## src/design/fpba_pkg.sv

```systemverilog
// Shared types and constants for the fit-policy block allocator.
package fpba_pkg;

  // Table geometry.
  localparam int unsigned MAX_BLOCKS = 16;
  localparam int unsigned SIZE_BITS  = 16;
  localparam int unsigned IDX_BITS   = $clog2(MAX_BLOCKS);

  // Operation codes of an input item.
  localparam logic OP_LOAD  = 1'b0;
  localparam logic OP_ALLOC = 1'b1;

  // Placement policy codes; the unused code behaves as first fit.
  localparam logic [1:0] POLICY_FIRST = 2'd0;
  localparam logic [1:0] POLICY_BEST  = 2'd1;
  localparam logic [1:0] POLICY_WORST = 2'd2;

  // Configuration register indexes.
  localparam logic REG_POLICY = 1'b0;
  localparam logic REG_BLOCKS = 1'b1;

  localparam int unsigned CFG_DATA_BITS = 5;

  // Input item fields.
  typedef struct packed {
    logic                 operation;
    logic [IDX_BITS-1:0]  block_select;
    logic [SIZE_BITS-1:0] size_value;
  } alloc_req_t;

  // Result item fields.
  typedef struct packed {
    logic                 granted;
    logic [IDX_BITS-1:0]  chosen_block;
    logic [SIZE_BITS-1:0] space_left;
  } alloc_rsp_t;

  // Compare mode broadcast to every cell during a scan.
  typedef struct packed {
    logic pick_min;
    logic pick_max;
  } scan_mode_t;

  // Controller states.
  typedef enum logic [1:0] {
    ST_IDLE,
    ST_SCAN,
    ST_UPDATE
  } state_e;

endpackage

```

## src/design/fit_policy_block_allocator_unit.sv

```systemverilog
// Fit-policy block allocator: controller and a chain of block cells.
// A load item's result strobe is high in the cycle after the accepting edge.
// An allocate item walks a candidate through MAX_BLOCKS cells, one per cycle, then updates
// the chosen block in ST_UPDATE. Busy spans the scan and the update; the result strobe is high
// in the cycle after the update; busy holds off the next item. Results cannot be stalled.
// Reset sets first fit and sixteen blocks in use; block sizes are undefined until loaded.
module fit_policy_block_allocator_unit
  import fpba_pkg::*;
(
  input  logic                     clk_i,
  input  logic                     rst_ni,
  input  logic                     cfg_we_i,
  input  logic                     cfg_idx_i,
  input  logic [CFG_DATA_BITS-1:0] cfg_data_i,
  input  logic                     start,
  input  alloc_req_t               in_i,
  output logic                     busy,
  output logic                     done_o,
  output alloc_rsp_t               out_o
);

  localparam int unsigned IW = IDX_BITS;
  localparam int unsigned CW = (IW > 5) ? IW : 5;

  state_e               state_q, state_d;
  logic [IW-1:0]        cnt_q, cnt_d;
  logic [1:0]           policy_q;
  logic [4:0]           blocks_q;
  logic                 accept;
  logic                 sel_ok;
  logic [SIZE_BITS-1:0] launch_req_q;
  scan_mode_t           mode;
  logic [MAX_BLOCKS-1:0] active;

  logic                 wr_en;
  logic [IW-1:0]        wr_idx;
  logic [SIZE_BITS-1:0] wr_val;
  logic [SIZE_BITS-1:0] left;
  logic                 keep_rest;

  logic                 done_d;
  alloc_rsp_t           out_d;

  logic [SIZE_BITS-1:0] req_c   [MAX_BLOCKS+1];
  logic                 found_c [MAX_BLOCKS+1];
  logic [SIZE_BITS-1:0] best_c  [MAX_BLOCKS+1];
  logic [IW-1:0]        pick_c  [MAX_BLOCKS+1];

  assign accept = start && !busy;
  assign sel_ok = (32'(in_i.block_select) < MAX_BLOCKS);

  // Configuration registers.
  always_ff @(posedge clk_i or negedge rst_ni) begin
    if (!rst_ni) begin
      policy_q <= POLICY_FIRST;
      blocks_q <= 5'd16;
    end else if (cfg_we_i) begin
      unique case (cfg_idx_i)
        REG_POLICY: policy_q <= cfg_data_i[1:0];
        REG_BLOCKS: blocks_q <= cfg_data_i[4:0];
        default: ;
      endcase
    end
  end

  assign mode.pick_min = (policy_q == POLICY_BEST);
  assign mode.pick_max = (policy_q == POLICY_WORST);
  assign keep_rest     = !mode.pick_min && !mode.pick_max;

  // Which cells take part in the search; counts above the table saturate.
  always_comb begin
    for (int j = 0; j < MAX_BLOCKS; j++) begin
      active[j] = (CW'(blocks_q) > CW'(j));
    end
  end

  // Request size captured at accept; it feeds the head of the chain.
  always_ff @(posedge clk_i) begin
    if (accept) begin
      launch_req_q <= in_i.size_value;
    end
  end

  assign req_c[0]   = launch_req_q;
  assign found_c[0] = 1'b0;
  assign best_c[0]  = '0;
  assign pick_c[0]  = '0;

  // The cell chain.
  for (genvar g = 0; g < MAX_BLOCKS; g++) begin : g_cell
    fpba_cell #(
      .IDX (g)
    ) u_cell (
      .clk_i    (clk_i),
      .mode_i   (mode),
      .active_i (active[g]),
      .wr_en_i  (wr_en),
      .wr_idx_i (wr_idx),
      .wr_val_i (wr_val),
      .req_i    (req_c[g]),
      .found_i  (found_c[g]),
      .best_i   (best_c[g]),
      .pick_i   (pick_c[g]),
      .req_o    (req_c[g+1]),
      .found_o  (found_c[g+1]),
      .best_o   (best_c[g+1]),
      .pick_o   (pick_c[g+1])
    );
  end

  // Space left in the chosen block once the scan is finished; zero under best and worst fit.
  assign left = keep_rest ? (best_c[MAX_BLOCKS] - req_c[MAX_BLOCKS]) : '0;

  // Next-state logic.
  always_comb begin
    state_d = state_q;
    unique case (state_q)
      ST_IDLE: begin
        if (accept && (in_i.operation == OP_ALLOC)) begin
          state_d = ST_SCAN;
        end
      end
      ST_SCAN: begin
        if (cnt_q == IW'(MAX_BLOCKS - 1)) begin
          state_d = ST_UPDATE;
        end
      end
      ST_UPDATE: state_d = ST_IDLE;
      default:   state_d = ST_IDLE;
    endcase
  end

  // Output logic: block write port, scan counter and result.
  always_comb begin
    wr_en  = 1'b0;
    wr_idx = IW'(in_i.block_select);
    wr_val = in_i.size_value;
    cnt_d  = cnt_q;
    done_d = 1'b0;
    out_d  = '0;
    unique case (state_q)
      ST_IDLE: begin
        cnt_d = '0;
        if (accept) begin
          done_d = (in_i.operation == OP_LOAD);
          wr_en  = (in_i.operation == OP_LOAD) && sel_ok;
        end
      end
      ST_SCAN: begin
        cnt_d = cnt_q + 1'b1;
      end
      ST_UPDATE: begin
        wr_en  = found_c[MAX_BLOCKS];
        wr_idx = pick_c[MAX_BLOCKS];
        wr_val = left;
        done_d = 1'b1;
        if (found_c[MAX_BLOCKS]) begin
          out_d.granted      = 1'b1;
          out_d.chosen_block = pick_c[MAX_BLOCKS];
          out_d.space_left   = left;
        end
      end
      default: ;
    endcase
  end

  // Control registers.
  always_ff @(posedge clk_i or negedge rst_ni) begin
    if (!rst_ni) begin
      state_q <= ST_IDLE;
      cnt_q   <= '0;
      done_o  <= 1'b0;
    end else begin
      state_q <= state_d;
      cnt_q   <= cnt_d;
      done_o  <= done_d;
    end
  end

  // Result register.
  always_ff @(posedge clk_i) begin
    out_o <= out_d;
  end

  assign busy = (state_q != ST_IDLE);

  // An update cycle always delivers a result in the next cycle.
  a_update_done: assert property (@(posedge clk_i) disable iff (!rst_ni)
    (state_q == ST_UPDATE) |=> done_o)
    else $error("update cycle produced no result");

  // A grant only comes out of an update cycle.
  a_grant_src: assert property (@(posedge clk_i) disable iff (!rst_ni)
    (done_o && out_o.granted) |-> $past(state_q == ST_UPDATE))
    else $error("grant without a finished scan");

  // The scan runs through the whole chain before updating.
  a_scan_len: assert property (@(posedge clk_i) disable iff (!rst_ni)
    $rose(busy) |-> ##(MAX_BLOCKS) (state_q == ST_UPDATE))
    else $error("scan length differs from chain length");

  // A refused or load item reports no block and no space.
  a_no_grant_zero: assert property (@(posedge clk_i) disable iff (!rst_ni)
    (done_o && !out_o.granted) |-> (out_o.chosen_block == '0 && out_o.space_left == '0))
    else $error("non-granted result carries data");

endmodule

```

## src/design/fpba_cell.sv

```systemverilog
// One block cell: holds a free size and refines the passing search candidate.
module fpba_cell
  import fpba_pkg::*;
#(
  parameter int unsigned IDX = 0
) (
  input  logic                 clk_i,
  input  scan_mode_t           mode_i,
  input  logic                 active_i,
  input  logic                 wr_en_i,
  input  logic [IDX_BITS-1:0]  wr_idx_i,
  input  logic [SIZE_BITS-1:0] wr_val_i,
  input  logic [SIZE_BITS-1:0] req_i,
  input  logic                 found_i,
  input  logic [SIZE_BITS-1:0] best_i,
  input  logic [IDX_BITS-1:0]  pick_i,
  output logic [SIZE_BITS-1:0] req_o,
  output logic                 found_o,
  output logic [SIZE_BITS-1:0] best_o,
  output logic [IDX_BITS-1:0]  pick_o
);

  logic [SIZE_BITS-1:0] size_q;
  logic                 fits;
  logic                 take;

  // Block size storage, written by loads and by the post-scan update.
  always_ff @(posedge clk_i) begin
    if (wr_en_i && (wr_idx_i == IDX_BITS'(IDX))) begin
      size_q <= wr_val_i;
    end
  end

  // Decide whether this block replaces the candidate carried so far.
  always_comb begin
    fits = active_i && (size_q >= req_i);
    if (mode_i.pick_min) begin
      take = fits && (!found_i || (size_q < best_i));
    end else if (mode_i.pick_max) begin
      take = fits && (!found_i || (size_q > best_i));
    end else begin
      take = fits && !found_i;
    end
  end

  // Hand the candidate to the next cell.
  always_ff @(posedge clk_i) begin
    req_o   <= req_i;
    found_o <= found_i || take;
    best_o  <= take ? size_q : best_i;
    pick_o  <= take ? IDX_BITS'(IDX) : pick_i;
  end

endmodule
```

## config.mk

```make
export PLATFORM = sky130hd
export DESIGN_NAME = fit_policy_block_allocator_unit
export DESIGN_NICKNAME = d
export VERILOG_FILES = /design/src/design/fpba_pkg.sv /design/src/design/fit_policy_block_allocator_unit.sv /design/src/design/fpba_cell.sv
export SDC_FILE = /design/constraint.sdc
export NUM_CORES = 2
export LEC_CHECK = 0
export BUFFER_PORTS_ARGS = -buffer_cell sky130_fd_sc_hd__buf_2
export CAP_MARGIN = 20
export CELL_PAD_IN_SITES_DETAIL_PLACEMENT = 0
export CELL_PAD_IN_SITES_GLOBAL_PLACEMENT = 1
export CORE_UTILIZATION = 50
export DETAILED_ROUTE_END_ITERATION = 8
export GPL_TIMING_DRIVEN = 0
export HOLD_SLACK_MARGIN = 0.12
export PLACE_DENSITY_LB_ADDON = 0.1
export SKIP_CTS_REPAIR_TIMING = 1
export SLEW_MARGIN = 20
export SYNTH_ARGS = -nofsm -noshare
export SYNTH_HDL_FRONTEND = slang
export SYNTH_SLANG_ARGS = --single-unit
```

## constraint.sdc

```tcl
create_clock -name clk_i -period 8.1 [get_ports clk_i]
set_input_delay 1.215 -clock clk_i [delete_from_list [all_inputs] [get_ports clk_i]]
set_output_delay 1.215 -clock clk_i [all_outputs]
set_load 0.02 [all_outputs]
```

==> results by group <==
Worst setup path
  • Crit path DAT: around 4.4 ns
  • CP endpoint kind: flop
  • Kind of critical path: reg2reg
  • Crit-path max FO: 10
  • Worst setup SP type: flop
  • Critical Path RT: 8.63 ns

Synth
  • Syn nets: 3842
  • Count leader, synth: dfxtp_1
  • Post-synth EDFFs: 272
  • Most used DFF post-synth: dfxtp_1
  • Seq/Total Area, Yosys: 0.5394
  • Synth cell types: 70
  • Synthesis Warnings: 0
  • Yosys top cell area share: 0.3152
  • Share of flip-flops with an asynchronous set or reset: 0.01584
  • Top post-synthesis cells by area: dfxtp_1 (32%), edfxtp_1 (22%), ha_1 (17%)
  • Post-Synthesis Cells: 3296
  • Yosys reg bits: a little under 900
  • Syn Area/Cell: 11.53 um^2
  • Synth area leader: dfxtp_1
  • Mapped cell area: 37990 um^2
  • Top cells by count, synth: dfxtp_1 (598), ha_1 (514), inv_1 (511)

Drt
  • WL/cell: 21.33 um
  • Initial DRC count: 1454
  • DR vias: around 24000
  • Routed wire length: ~96000 um
  • Detailed Routing Iterations Pass 1: 5
  • DRC: 0
  • Post-DRT Antenna Nets: 0
  • Post-DR vias/cell: around 5.4

STA
  • Max-slew violation count: 0
  • Tcrit/Tclk final: 0.4710
  • Fmax achieved: about 0.26 GHz
  • RSZ-0062 raised after global routing: no
  • Setup TNS: 0 ns
  • Fin. Hold Viols: 0
  • Tmin final: 3.815 ns
  • Slew HR: 0.2770
  • Worst Tran Pin Value: 1.071 ns
  • Clock skew: between 0.02 and 0.03 ns
  • Final Setup Violations: 0

Global route
  • Met3 Usage GRT: 0.04329
  • First-pass GRT wire length: between 100000 and 150000 um
  • Total GRT Usage: 0.2534
  • Global-route met1 utilization: 0.3233
  • Grt total ovfl: 0
  • GR Util met2: 0.4376
  • GRT busiest layer: met2
  • Number of global-route vias before repair: 25380
  • Initial antenna violation count: 8
  • Largest net degree at the start of global routing: 17

Placed design
  • Global placement routability congestion: 0.9182
  • IO buf count: 53
  • Post-detail-place hpwl: 75370 um

Power
  • Peak VDD IR: 0.0002383 V
  • Power per Cell Area: around 310 nW/um^2
  • Pleak: 19.39 nW

Die
  • Die width: 277.6 um
  • Initial Util: 0.5077
  • FP Rows: 100
  • Chip height: 277.6 um
  • I/O pins: 54
  • Die area: 77080 um^2
  • Core Region: 74820 um^2

Clock tree
  • Clk buf depth: 3
  • Clk slew on worst S/H paths: about 0.070 ns
  • CTS tree: built
  • Clock Tree Root: clkbuf_16
  • Num CTS Buffers: 94
  • TritonCTS Sinks: 884
  • Clock Latency Late Sink: 0.65 ns
  • H-Tree Level Count: 3

Run
  • Max_cap viols: 0

Hold path
  • Worst Hold Class: reg2reg

Layout
  • Layout area overhead: 14.09%
  • Core Util, Final: 0.5792
  • Share of cells above drive strength 1: 0.1507
  • Nets@finish: 4015

Outcome
  • Status: completed
-- layout by cell type, fill, tap and decap left out, drive strengths merged, types with 42 or more instances in the layout --
| cell type | n |
|---|---|
| buf | 100 |
| inv | 514 |
| a21o | 42 |
| clkbuf | 160 |
| ha | 514 |
| nand3 | 85 |
| nand2 | 120 |
| nand4 | 73 |
| o21ai | 133 |
| nor2b | 44 |
| nor2 | 106 |
| edfxtp | 272 |
| dfxtp | 598 |
| mux2 | 214 |
| a21oi | 181 |
-- per-layer routing --
layer | vias to the layer above | routed length (um)
li1 | 11930 | -
met1 | 11810 | 41910
met2 | 543 | 46990
met3 | 179 | 4826
met4 | 2 | 2747
met5 | - | 20
-- cell families after synthesis --
logic type      count (synthesis)  synth area share
compound gates                505           0.08202
xor+xnor                       13          0.002997
fa+ha+maj                     515            0.1698
buf+inv                       557           0.05659
flops                         884            0.5394
mux                           225           0.06792
simple gates                  597           0.08123
-- state kept, by name, summed over array words and instances, names as in the netlist --
name and cells:
blocks_q 5, cnt_q 4, done_o 1, g_cell.u_cell.best_o 256, g_cell.u_cell.found_o 16, g_cell.u_cell.pick_o 49
g_cell.u_cell.req_o 256, g_cell.u_cell.size_q 256, launch_req_q 16, out_o 21, policy_q 2, state_q 2
-- power breakdown --
part | switching, mW | internal (mW) | total [mW]
combinational | 1.77 | 1.38 | 3.15
sequential | 0.478 | 5.41 | 5.89
clock | 1.77 | 2.65 | 4.42
-- metrics by stage --
step           cells  setup WS, ns  hold slack [ns]  cell area [um^2]  power, mW
3_3_place_gp    4318        0.9679           0.3402             39460      8.922
4_1_cts         4520         4.476           0.3451             43330      13.55
2_1_floorplan   3296         5.128           0.3308             37990      7.928
5_1_grt         4523         4.199           0.3457             43340      14.17
6_report        4523         4.285           0.3408             43340      13.46
3_5_place_dp    4342         4.493           0.3369             40080      9.094
-- critical path, cell delays in order, from the launching register on --
cell      delay, ns
edfxtp_1       0.44
ha_1           0.36
nand4_1        0.22
nor4_1         0.62
a21boi_0       0.50
or3b_1         0.23
mux2i_2        0.51
and2_1         0.22
buf_2          0.25
mux2_2         0.36
-- worst paths after layout --
path / startpoint / end / slack, ns / depth (start not counted)
worst max-delay path: g_cell[15].u_cell.size_q[14] / g_cell[15].u_cell.best_o[0] / 4.28 / 9
worst min-delay path: g_cell[7].u_cell.req_o[13] / g_cell[8].u_cell.req_o[13] / 0.34 / 0
worst max register to register: g_cell[15].u_cell.size_q[14] / g_cell[15].u_cell.best_o[0] / 4.28 / 9
worst min register to register: g_cell[7].u_cell.req_o[13] / g_cell[8].u_cell.req_o[13] / 0.34 / 0
max in group asynchronous: rst_ni / blocks_q[4] / 7.31 / 1
min in group asynchronous: rst_ni / done_o / 0.47 / 1
-- area by class of cell --
| class | instances | area [um^2] |
|---|---|---|
| fillers | 6184 | 31480 |
| inverters | 511 | 1918 |
| flip-flops and latches | 884 | 20490 |
| diodes | 3 | 7.507 |
| clock inverters | 41 | 510.5 |
| multi-input cells | 1855 | 15520 |
| repair buffers | 77 | 701.9 |
| clock buffers | 137 | 2738 |
| well taps | 969 | 1212 |
| plain buffers | 46 | 235.2 |
No activity file was read; power rests on OpenSTA's default activity.
